**src/rtl/avcp_pkg.sv**
```systemverilog
// ----------------------------------------------------------------------------
// avcp_pkg: shared types and codes of the configuration record parser
// Phase codes (which double as field kinds), parser state and result word.
// ----------------------------------------------------------------------------
package avcp_pkg;

    // phase codes; the tag of a byte is the phase it was taken in
    localparam logic [3:0] PH_VER       = 4'd0;
    localparam logic [3:0] PH_PROF      = 4'd1;
    localparam logic [3:0] PH_COMPAT    = 4'd2;
    localparam logic [3:0] PH_LEVEL     = 4'd3;
    localparam logic [3:0] PH_LENSIZE   = 4'd4;
    localparam logic [3:0] PH_SPSCNT    = 4'd5;
    localparam logic [3:0] PH_SPSLEN_HI = 4'd6;
    localparam logic [3:0] PH_SPSLEN_LO = 4'd7;
    localparam logic [3:0] PH_SPSDATA   = 4'd8;
    localparam logic [3:0] PH_PPSCNT    = 4'd9;
    localparam logic [3:0] PH_PPSLEN_HI = 4'd10;
    localparam logic [3:0] PH_PPSLEN_LO = 4'd11;
    localparam logic [3:0] PH_PPSDATA   = 4'd12;
    localparam logic [3:0] PH_TRAIL     = 4'd13;

    localparam logic [7:0] LENSIZE_MASK = 8'h03;
    localparam logic [7:0] SPSCNT_MASK  = 8'h1f;

    typedef struct packed {
        logic [3:0]  phase;
        logic [7:0]  sets_left;
        logic [7:0]  set_idx;
        logic [15:0] set_len;
        logic [15:0] pay_off;
    } parse_state_t;

    typedef struct packed {
        logic [3:0]  field_kind;
        logic [7:0]  field_value;
        logic [7:0]  set_index;
        logic [15:0] byte_in_set;
        logic [15:0] set_length;
        logic        record_done;
        logic        parse_error;
        logic [23:0] consumed;
    } field_res_t;

endpackage

```
**src/rtl/avcp_in_if.sv**
```systemverilog
// ----------------------------------------------------------------------------
// avcp_in_if: byte channel into the parser
// One word is one record byte plus the end-of-buffer flag.
// ----------------------------------------------------------------------------
interface avcp_in_if;
    logic       valid;
    logic       ready;
    logic [7:0] data_byte;
    logic       last_byte;

    modport source (output valid, output data_byte, output last_byte, input ready);
    modport sink   (input valid, input data_byte, input last_byte, output ready);
endinterface

```
**src/rtl/avcp_out_if.sv**
```systemverilog
// ----------------------------------------------------------------------------
// avcp_out_if: tagged field channel out of the parser
// One word is the tag, position and status of one record byte.
// ----------------------------------------------------------------------------
interface avcp_out_if;
    logic        valid;
    logic        ready;
    logic [3:0]  field_kind;
    logic [7:0]  field_value;
    logic [7:0]  set_index;
    logic [15:0] byte_in_set;
    logic [15:0] set_length;
    logic        record_done;
    logic        parse_error;
    logic [23:0] consumed;

    modport source (output valid, output field_kind, output field_value,
                    output set_index, output byte_in_set, output set_length,
                    output record_done, output parse_error, output consumed,
                    input ready);
    modport sink   (input valid, input field_kind, input field_value,
                    input set_index, input byte_in_set, input set_length,
                    input record_done, input parse_error, input consumed,
                    output ready);
endinterface

```
**src/rtl/avcp_step.sv**
```systemverilog
// ----------------------------------------------------------------------------
// avcp_step: per-byte parse step
// Tags one byte and computes the next parser state and byte count.
// ----------------------------------------------------------------------------
module avcp_step #(
    parameter int COUNT_WIDTH = 24
) (
    input  avcp_pkg::parse_state_t   st,
    input  logic [COUNT_WIDTH-1:0]   cnt,
    input  logic [7:0]               data_byte,
    input  logic                     last_byte,
    output avcp_pkg::parse_state_t   st_next,
    output logic [COUNT_WIDTH-1:0]   cnt_next,
    output avcp_pkg::field_res_t     res
);
    import avcp_pkg::*;

    localparam int EXT_W = (COUNT_WIDTH > 24) ? COUNT_WIDTH : 24;

    logic [COUNT_WIDTH-1:0] cnt_inc;
    logic [EXT_W-1:0]       cnt_ext;
    logic [7:0]             sl_dec;
    logic [15:0]            len_full;
    logic [16:0]            off_inc;
    logic                   close_set;
    logic                   is_pps;
    logic                   done;

    always_comb
    begin
        st_next   = st;
        close_set = 1'b0;
        is_pps    = 1'b0;
        done      = 1'b0;
        sl_dec    = st.sets_left - 8'd1;
        len_full  = {st.set_len[15:8], data_byte};
        off_inc   = {1'b0, st.pay_off} + 17'd1;

        res             = '0;
        res.field_kind  = st.phase;
        res.field_value = data_byte;

        // trailing bytes do not count; the count saturates
        cnt_inc = cnt;
        if ((st.phase != PH_TRAIL) && !(&cnt))
        begin
            cnt_inc = cnt + COUNT_WIDTH'(1);
        end

        unique case (st.phase) inside
            PH_VER, PH_PROF, PH_COMPAT, PH_LEVEL:
            begin
                st_next.phase = st.phase + 4'd1;
            end
            PH_LENSIZE:
            begin
                res.field_value = data_byte & LENSIZE_MASK;
                st_next.phase   = PH_SPSCNT;
            end
            PH_SPSCNT:
            begin
                res.field_value   = data_byte & SPSCNT_MASK;
                st_next.sets_left = data_byte & SPSCNT_MASK;
                st_next.set_idx   = '0;
                st_next.phase     = ((data_byte & SPSCNT_MASK) != 8'd0) ? PH_SPSLEN_HI
                                                                        : PH_PPSCNT;
            end
            PH_PPSCNT:
            begin
                st_next.sets_left = data_byte;
                st_next.set_idx   = '0;
                if (data_byte == 8'd0)
                begin
                    done = 1'b1;
                end
                else
                begin
                    st_next.phase = PH_PPSLEN_HI;
                end
            end
            PH_SPSLEN_HI, PH_PPSLEN_HI:
            begin
                res.set_index   = st.set_idx;
                st_next.set_len = {data_byte, 8'd0};
                st_next.phase   = st.phase + 4'd1;
            end
            PH_SPSLEN_LO, PH_PPSLEN_LO:
            begin
                res.set_index   = st.set_idx;
                res.set_length  = len_full;
                st_next.set_len = len_full;
                st_next.pay_off = '0;
                is_pps          = (st.phase == PH_PPSLEN_LO);
                if (len_full == 16'd0)
                begin
                    close_set = 1'b1;
                end
                else
                begin
                    st_next.phase = st.phase + 4'd1;
                end
            end
            PH_SPSDATA, PH_PPSDATA:
            begin
                res.set_index   = st.set_idx;
                res.byte_in_set = st.pay_off;
                res.set_length  = st.set_len;
                st_next.pay_off = off_inc[15:0];
                is_pps          = (st.phase == PH_PPSDATA);
                close_set       = (off_inc >= {1'b0, st.set_len});
            end
            default:
            begin
                res.field_kind = PH_TRAIL;
            end
        endcase

        if (close_set)
        begin
            st_next.sets_left = sl_dec;
            st_next.set_idx   = st.set_idx + 8'd1;
            if (sl_dec != 8'd0)
            begin
                st_next.phase = is_pps ? PH_PPSLEN_HI : PH_SPSLEN_HI;
            end
            else if (is_pps)
            begin
                done = 1'b1;
            end
            else
            begin
                st_next.phase = PH_PPSCNT;
            end
        end

        cnt_ext         = EXT_W'(cnt_inc);
        res.consumed    = cnt_ext[23:0];
        res.record_done = done;
        cnt_next        = cnt_inc;

        if (done)
        begin
            if (last_byte)
            begin
                st_next  = '0;
                cnt_next = '0;
            end
            else
            begin
                st_next.phase = PH_TRAIL;
            end
        end
        else if (last_byte)
        begin
            res.parse_error = (res.field_kind != PH_TRAIL);
            st_next         = '0;
            cnt_next        = '0;
        end
    end

endmodule

```
**src/rtl/avc_config_record_parser_core.sv**
```systemverilog
// ----------------------------------------------------------------------------
// avc_config_record_parser_core: AVC decoder configuration record byte tagger
// The tagged word is shown after its byte has passed the input register and
// the result register (two register stages).
// Throughput 1 word per cycle when not stalled; parse step is the only loop.
// Reset (rst_n, async low) empties both stages and returns to the version byte.
// ----------------------------------------------------------------------------
module avc_config_record_parser_core #(
    parameter int COUNT_WIDTH = 24
) (
    input  logic              clk,
    input  logic              rst_n,
    avcp_in_if.sink           bytes,
    avcp_out_if.source        fields
);
    import avcp_pkg::*;

    // Two register stages: the input register holds one byte, the result
    // register holds one tagged word. The parse step between them also
    // advances the record state, so state moves only when a byte passes
    // from the input register into the result register.

    logic                   s1_valid_reg;
    logic [7:0]             s1_byte_reg;
    logic                   s1_last_reg;

    logic                   out_valid_reg;
    field_res_t             res_reg;

    parse_state_t           st_reg;
    logic [COUNT_WIDTH-1:0] cnt_reg;

    parse_state_t           st_next;
    logic [COUNT_WIDTH-1:0] cnt_next;
    field_res_t             res_next;

    logic                   out_adv;
    logic                   s1_fire;
    logic                   in_fire;

    // result register can load when empty or being drained this cycle
    assign out_adv     = !out_valid_reg || fields.ready;
    assign s1_fire     = s1_valid_reg && out_adv;
    assign bytes.ready = !s1_valid_reg || out_adv;
    assign in_fire     = bytes.valid && bytes.ready;

    avcp_step #(
        .COUNT_WIDTH (COUNT_WIDTH)
    ) u_step (
        .st        (st_reg),
        .cnt       (cnt_reg),
        .data_byte (s1_byte_reg),
        .last_byte (s1_last_reg),
        .st_next   (st_next),
        .cnt_next  (cnt_next),
        .res       (res_next)
    );

    // control state
    always_ff @(posedge clk or negedge rst_n)
    begin
        if (!rst_n)
        begin
            s1_valid_reg  <= 1'b0;
            out_valid_reg <= 1'b0;
            st_reg        <= '0;
            cnt_reg       <= '0;
        end
        else
        begin
            if (bytes.ready)
            begin
                s1_valid_reg <= bytes.valid;
            end
            if (out_adv)
            begin
                out_valid_reg <= s1_valid_reg;
            end
            if (s1_fire)
            begin
                st_reg  <= st_next;
                cnt_reg <= cnt_next;
            end
        end
    end

    // payload, no reset needed
    always_ff @(posedge clk)
    begin
        if (in_fire)
        begin
            s1_byte_reg <= bytes.data_byte;
            s1_last_reg <= bytes.last_byte;
        end
        if (s1_fire)
        begin
            res_reg <= res_next;
        end
    end

    assign fields.valid       = out_valid_reg;
    assign fields.field_kind  = res_reg.field_kind;
    assign fields.field_value = res_reg.field_value;
    assign fields.set_index   = res_reg.set_index;
    assign fields.byte_in_set = res_reg.byte_in_set;
    assign fields.set_length  = res_reg.set_length;
    assign fields.record_done = res_reg.record_done;
    assign fields.parse_error = res_reg.parse_error;
    assign fields.consumed    = res_reg.consumed;

    // end of buffer always leaves the parser idle
    a_last_idle: assert property (@(posedge clk) disable iff (!rst_n)
        (s1_fire && s1_last_reg) |=> (st_reg.phase == PH_VER) && (cnt_reg == '0))
        else $error("parser not idle after end of buffer");

    // trailing bytes never advance the byte count
    a_trail_count: assert property (@(posedge clk) disable iff (!rst_n)
        (s1_fire && !s1_last_reg && (st_reg.phase == PH_TRAIL)) |=> $stable(cnt_reg))
        else $error("byte count moved on trailing byte");

    // a failure is never flagged on a trailing or completing word
    a_err_kind: assert property (@(posedge clk) disable iff (!rst_n)
        (fields.valid && fields.parse_error)
            |-> (fields.field_kind != PH_TRAIL) && !fields.record_done)
        else $error("parse error on trailing or completing word");

endmodule

```
**src/flat_wrapper.sv**
```systemverilog
// flat-port wrapper written by rule: the top's interface ports become plain ports
module avc_config_record_parser_core_flat import avcp_pkg::*;
#(
    parameter int COUNT_WIDTH = 24
)
  (clk, rst_n, bytes_valid, bytes_data_byte, bytes_last_byte, bytes_ready, fields_valid, fields_field_kind, fields_field_value, fields_set_index, fields_byte_in_set, fields_set_length, fields_record_done, fields_parse_error, fields_consumed, fields_ready);
  avcp_in_if bytes_i ();
  avcp_out_if fields_i ();
  input  logic clk;
  input  logic rst_n;
  input wire logic [$bits(bytes_i.valid)-1:0] bytes_valid;
  input wire logic [$bits(bytes_i.data_byte)-1:0] bytes_data_byte;
  input wire logic [$bits(bytes_i.last_byte)-1:0] bytes_last_byte;
  output wire logic [$bits(bytes_i.ready)-1:0] bytes_ready;
  output wire logic [$bits(fields_i.valid)-1:0] fields_valid;
  output wire logic [$bits(fields_i.field_kind)-1:0] fields_field_kind;
  output wire logic [$bits(fields_i.field_value)-1:0] fields_field_value;
  output wire logic [$bits(fields_i.set_index)-1:0] fields_set_index;
  output wire logic [$bits(fields_i.byte_in_set)-1:0] fields_byte_in_set;
  output wire logic [$bits(fields_i.set_length)-1:0] fields_set_length;
  output wire logic [$bits(fields_i.record_done)-1:0] fields_record_done;
  output wire logic [$bits(fields_i.parse_error)-1:0] fields_parse_error;
  output wire logic [$bits(fields_i.consumed)-1:0] fields_consumed;
  input wire logic [$bits(fields_i.ready)-1:0] fields_ready;
  assign bytes_i.valid = bytes_valid;
  assign bytes_i.data_byte = bytes_data_byte;
  assign bytes_i.last_byte = bytes_last_byte;
  assign bytes_ready = bytes_i.ready;
  assign fields_valid = fields_i.valid;
  assign fields_field_kind = fields_i.field_kind;
  assign fields_field_value = fields_i.field_value;
  assign fields_set_index = fields_i.set_index;
  assign fields_byte_in_set = fields_i.byte_in_set;
  assign fields_set_length = fields_i.set_length;
  assign fields_record_done = fields_i.record_done;
  assign fields_parse_error = fields_i.parse_error;
  assign fields_consumed = fields_i.consumed;
  assign fields_i.ready = fields_ready;
  avc_config_record_parser_core #(.COUNT_WIDTH(COUNT_WIDTH)) u_core (.clk(clk), .rst_n(rst_n), .bytes(bytes_i), .fields(fields_i));
endmodule
```
**config.mk**
```make
export PLATFORM = sky130hd
export DESIGN_NAME = avc_config_record_parser_core_flat
export DESIGN_NICKNAME = d
export VERILOG_FILES = /design/src/rtl/avcp_pkg.sv /design/src/rtl/avcp_in_if.sv /design/src/rtl/avcp_out_if.sv /design/src/rtl/avcp_step.sv /design/src/rtl/avc_config_record_parser_core.sv /design/src/flat_wrapper.sv
export SDC_FILE = /design/constraint.sdc
export NUM_CORES = 1
export LEC_CHECK = 0
export BUFFER_PORTS_ARGS = -buffer_cell sky130_fd_sc_hd__buf_2
export CORE_UTILIZATION = 45
export DETAILED_ROUTE_END_ITERATION = 10
export HOLD_SLACK_MARGIN = 0.03
export MAX_ROUTING_LAYER = met4
export PLACE_DENSITY = 0.72
export SYNTH_ARGS = -nofsm -noshare
export SYNTH_HDL_FRONTEND = slang
export SYNTH_SLANG_ARGS = --single-unit
```
**constraint.sdc**
```tcl
create_clock -name clk -period 5.8 [get_ports clk]
set_clock_uncertainty 0.15 [all_clocks]
set_input_delay 0.29 -clock clk [delete_from_list [all_inputs] [get_ports clk]]
set_output_delay 0.29 -clock clk [all_outputs]
set_load 0.02 [all_outputs]
```
==> results of run 1 <==
final timing paths:
check                                          from             endpoint  slack, ns
worst max register to register     u_core.st_reg[0]    u_core.st_reg[48]        1.0
min in group asynchronous                     rst_n    u_core.st_reg[21]       0.43
worst min-delay path            u_core.s1_valid_reg  u_core.fields.valid       0.35
max in group asynchronous                     rst_n     u_core.st_reg[6]       4.36
worst min register to register  u_core.s1_valid_reg  u_core.fields.valid       0.35
worst max-delay path               u_core.st_reg[0]    u_core.st_reg[48]        1.0
stage by stage:
stage / util [%] / total power [mW] / instances / setup slack (ns)
finish: 52.9 / 2.81 / 1143 / 1.00
global route: 52.9 / 2.92 / 1143 / 0.646
CTS: 52.9 / 2.83 / 1143 / 1.06
detailed placement: 49.2 / 1.72 / 1098 / 1.10
global placement: 49.2 / 1.72 / 1098 / 1.18
floorplan: - / 1.61 / 815 / 1.61
power groups by stage:
stage | logic, mW | registers [mW] | clock network (mW)
after CTS | 0.357 | 1.35 | 1.12
after floorplan | 0.190 | 1.42 | 0
after detailed placement | 0.348 | 1.37 | 0
after global routing | 0.390 | 1.36 | 1.17
final | 0.355 | 1.35 | 1.11
after global placement | 0.346 | 1.37 | 0
layout by cell type, fill, tap and decap left out, types with 4 or more instances in the layout:
master         instances
xnor2_1               22
a221o_1                8
a21o_1                 4
buf_2                 91
inv_1                 27
mux2i_1               15
inv_6                  5
or3_1                  4
o31ai_1               18
nor2_1                51
nor3b_1                4
o21ai_0               72
nor3_1                12
dfrtp_1               78
nor2b_1               15
and3_1                31
mux2_2                 5
a22oi_1               12
nand4_1               10
edfxtp_1              87
clkbuf_16             17
a31o_2                 4
or4_1                  4
nor4_1                 7
a22o_1                25
ha_1                  25
xor2_1                17
a211oi_1               6
and2_1                15
o22ai_1                4
dlygate4sd3_1         13
nand3_1               28
a21oi_1               22
buf_4                  8
a31oi_1                9
nand2b_1               7
nand2_1               76
cell families after synthesis:
kind of cell	share of synthesized area [%]
compound gates	16.5
buf+inv	3.57
simple gates	16.7
xor+xnor	3.98
mux	2.40
fa+ha+maj	3.76
flops	53.1
worst max-delay path, delay by kind of cell, from the launching register on:
kind | cells | cell delay (ns)
xor gates and xnor gates | 1 | 0.21
AOI/OAI and AO/OA | 7 | 2.21
DFF | 1 | 0.45
adders and majority gates | 2 | 0.58
and+or+nand+nor | 4 | 1.07
cell type report:
cell class	count	area (um^2)	area share [%]
clock buffers	18	429	4.33
clock inverters	14	141	1.43
inverters	29	110	1.11
multi-input cells	571	3720	37.6
flip-flops and latches	165	4560	46.1
well taps	234	293	2.96
repair buffers	112	646	6.52
per-layer routing:
metal  wire length [um]  global-route usage (%)
met1               9470                    29.8
met2               9370                    33.8
met3                948                    4.00
met4                220                    6.25
met5                  0                       -
==> impl_metrics.json, run 1 <==
{
  "status": "finished with violations",
  "violations": "DRC",
  "whs_path_depth": 1,
  "hold-worst-slack_ns": 0.350,
  "cts.htree.levels": 4,
  "die_h_um": 140,
  "p_leak_nw": 4.22,
  "wire_per_inst_um": 17.5,
  "async_flop_share_pct": 47.3,
  "num-nets-final": 934,
  "globalRouteTotalUtil_pct": 22.0,
  "max_slew_margin_pct": 28.7,
  "clkPwrFrac_pct": 39.3,
  "design.die.area_um2": 19700,
  "power_density_nw_per_um2": 284,
  "yosysSeqAreaShare_pct": 53.1,
  "clock_latency_ns": 0.43,
  "area_delta_synth_final_pct": 15.3,
  "synthTopCellsByCount": "edfxtp_1, dfrtp_1, nand2_1, o21ai_0, nor2_1",
  "routed_wl_um": 20000,
  "hpwl_um": 13100,
  "pwr-share-comb_pct": 12.6,
  "r2r_cells": 14,
  "ys_ff_latch": 165,
  "cts-buffers-inserted": 17,
  "post-route-period-util_pct": 82.8,
  "die_w_um": 140,
  "first_iter_violations": 775,
  "gp_congestion": 0.877,
  "max_stage_delay_ns": 0.73,
  "post_cts_resized": 0,
  "drive_gt1_share_pct": 16.5,
  "grt_pass1_vias": 6323,
  "cts_max_path_buffers": 2,
  "synth-main-ff-cell": "edfxtp_1",
  "clock_sinks": 165,
  "diodes": 0,
  "p_sw_mw": 0.788,
  "place_area_um2": 9200,
  "path_clk_slew_ns": 0.07,
  "hp-class": "flip-flop to flip-flop",
  "cp.required_ns": 5.97,
  "seqPwrFrac_pct": 48.0,
  "yosysTopAreaCellShare_pct": 30.4,
  "finalSetupViolations": 0,
  "hold_viol_final": 0,
  "drc": 1,
  "worstPathCellList": "ha_1, nand4_1, nor3_1, and3_1, nand3_1, xnor2_1, ha_1, a21o_1, a21oi_1, o41ai_1, a311oi_4, a21o_1, o31ai_1, a221o_1",
  "fmaxAchievable_ghz": 0.208,
  "slew_violations": 0,
  "netlist_instances": 815,
  "root_buffer": "clkbuf_16",
  "netlist_area_um2": 8590,
  "vias": 6653,
  "routed_via_density": 5.82,
  "hold_buffers": 13,
  "port_buffers": 92,
  "start_util_pct": 45.9,
  "antenna_found_initial": 0,
  "worst_path_max_delay_cell": "a21o_1",
  "ys_types": 67,
  "netlist_top_cells_area": "edfxtp_1, dfrtp_1, o21ai_0, ha_1, nand2_1",
  "syn_nets": 853,
  "rsz0062_at_grt": "false",
  "crit_arrival_ns": 4.97,
  "critPathKind": "flip-flop to flip-flop",
  "fill_cells": 1642,
  "yosys.area.top_type": "edfxtp_1",
  "drt_pass1_iterations": 9,
  "postCtsSetupRepairBufs": 0,
  "overflow": 0,
  "io_pins": 93,
  "timing.setup.tns_ns": 0,
  "tightest_slew_ns": 1.07,
  "peakVddDrop_uv": 209,
  "p_sw_share_pct": 28.0,
  "yosysMostFrequentCell": "edfxtp_1",
  "synth_edf_count": 87,
  "grt_max_degree": 79,
  "yosysWarnings": 0,
  "worstSetupEndpointType": "flip-flop",
  "largest_register_ffs": 52,
  "rows": 50,
  "crit_fanout": 21,
  "cts_tree": "built",
  "final_area_um2": 9900,
  "max-cap-violations": 0,
  "core-area_um2": 18700,
  "p_int_mw": 2.03,
  "avgSynthCellArea_um2": 10.5,
  "ant_nets": 0,
  "start_kind": "flip-flop",
  "post-route-min-period_ns": 4.80,
  "grt_pass1_wl_um": 32700
}
No activity file was read; power rests on OpenSTA's default activity.
==> run 2, diff against run 1 <==
==> constraint.sdc (replaced) <==
create_clock -name clk -period 4.9 [get_ports clk]
set_clock_uncertainty 0.15 [all_clocks]
set_input_delay 0.245 -clock clk [delete_from_list [all_inputs] [get_ports clk]]
set_output_delay 0.245 -clock clk [all_outputs]
set_load 0.02 [all_outputs]
==> impl_metrics.json, run 2 (same netlist as run 1, synthesis figures left out) <==
{
  "peakVddDrop_uv": 282,
  "timing.setup.tns_ns": 0,
  "wire_per_inst_um": 17.4,
  "cts.htree.levels": 4,
  "antenna_found_initial": 0,
  "max_slew_margin_pct": 29.6,
  "rsz0062_at_grt": "false",
  "path_buf_inv": 0,
  "clock_sinks": 165,
  "mostFrequentLayoutCells": "buf_2, edfxtp_1, dfrtp_1",
  "die_h_um": 140,
  "layout_commonest_cell": "buf_2",
  "cp.required_ns": 5.06,
  "p_leak_nw": 4.25,
  "routed_via_density": 5.80,
  "clock_latency_ns": 0.43,
  "drc": 1,
  "crit_fanout": 9,
  "cts_max_path_buffers": 2,
  "drive_gt1_share_pct": 16.5,
  "worstPathCellList": "nand3_1, nor3_1, nand3_1, nor2_1, xor2_1, ha_1, nand3_1, nor4_1, a311oi_4, a21oi_4, mux2_2, a221o_1",
  "m1WireLength_um": 9500,
  "fmaxAchievable_ghz": 0.225,
  "top_layer_used": "met4",
  "globalRouteTotalUtil_pct": 21.5,
  "routed_wl_um": 19900,
  "grt_max_degree": 77,
  "fin_cells": 1147,
  "root_buffer": "clkbuf_16",
  "multi_input_area_um2": 3720,
  "overflow": 0,
  "crit_family": "simple AND/OR/NAND/NOR gates",
  "hold_viol_final": 0,
  "ant_nets": 0,
  "postCtsSetupRepairBufs": 0,
  "finalSetupViolations": 0,
  "wl_met3_um": 1040,
  "start_util_pct": 45.9,
  "port_buffers": 92,
  "cpMostUsedCell": "nand3_1",
  "area_delta_synth_final_pct": 15.9,
  "path_clk_slew_ns": 0.06,
  "grt_pass1_vias": 6368,
  "design.die.area_um2": 19700,
  "cts-buffers-inserted": 17,
  "first_iter_violations": 636,
  "status": "finished with violations",
  "slew_violations": 0,
  "rows": 50,
  "start_kind": "flip-flop",
  "worstSetupEndpointType": "flip-flop",
  "core-area_um2": 18700,
  "dpl.cell_count": 1101,
  "worst_path_max_delay_cell": "nor3_1",
  "violations": "DRC",
  "die_w_um": 140,
  "gp_congestion": 0.904,
  "post-route-period-util_pct": 90.7,
  "crit_arrival_ns": 4.60,
  "p_total_mw": 3.35,
  "grt_pass1_wl_um": 32200,
  "fill_cells": 1641,
  "wl_met2_um": 9110,
  "hold-worst-slack_ns": 0.360,
  "largest_register_ffs": 52,
  "max-cap-violations": 0,
  "cts_tree": "built",
  "post-route-min-period_ns": 4.44,
  "critPathKind": "flip-flop to flip-flop",
  "hpwl_um": 13000,
  "max_stage_delay_ns": 0.52,
  "io_pins": 93,
  "drt_pass1_iterations": 8,
  "power_density_nw_per_um2": 337,
  "num-nets-final": 938,
  "register_area_um2": 4560,
  "vias": 6647,
  "diodes": 0,
  "tightest_slew_ns": 1.06,
  "post_cts_resized": 0,
  "hp-class": "flip-flop to flip-flop"
}
-- run 2: cell types whose count changed in the layout (fill, tap and decap cells not counted) --
cell | before | now
dlygate4sd3_1 | 13 | 14
clkinvlp_4 | 2 | 1
clkbuf_8 | 0 | 1
inv_8 | 3 | 0
clkinv_1 | 1 | 3
bufinv_16 | 1 | 2
clkinv_4 | 1 | 3
buf_4 | 8 | 11
clkinv_2 | 3 | 1
-- run 2: layer usage --
layer  global-route usage (%)  up-vias
met1                     28.9     3215
met2                     32.8      223
li1                         -     3187
met5                        -        -
met4                     6.65        0
met3                     4.34       22
-- run 2: final timing paths --
path	startpoint	to	slack, ns	cells after the start
min in group asynchronous	rst_n	u_core.st_reg[30]	0.49	3
setup reg to reg	u_core.st_reg[2]	u_core.st_reg[38]	0.46	12
hold / removal	u_core.st_reg[22]	u_core.st_reg[22]	0.36	1
setup / recovery	u_core.st_reg[2]	u_core.st_reg[38]	0.46	12
hold reg to reg	u_core.st_reg[22]	u_core.st_reg[22]	0.36	1
max in group asynchronous	rst_n	u_core.st_reg[4]	3.42	3
-- run 2: power breakdown --
group,switching [mW],internal (mW)
registers,0.0536,1.55
logic,0.285,0.139
clock network,0.558,0.771
total,0.897,2.46
-- run 2: area by class of cell --
class                   count  share of cell area, %
flip-flops and latches    165                   45.9
clock buffers              19                   4.45
well taps                 234                   2.94
repair buffers            116                   6.81
clock inverters            13                   1.46
multi-input cells         571                   37.4
inverters                  29                   1.11
-- run 2: stage by stage --
step                utilization [%]  setup WS (ns)  instance area [um^2]
detailed placement             49.3          0.543                  9230
floorplan                         -          0.713                  8590
global placement               49.3          0.645                  9230
global route                   53.2         0.0896                  9950
CTS                            53.2          0.485                  9950
finish                         53.2          0.456                  9950
-- run 2: repair_timing --
action	4_1_cts	5_1_grt
hold endpoints to repair	43	0
endpoints found under the setup margin	0	0
hold buffers	14	0
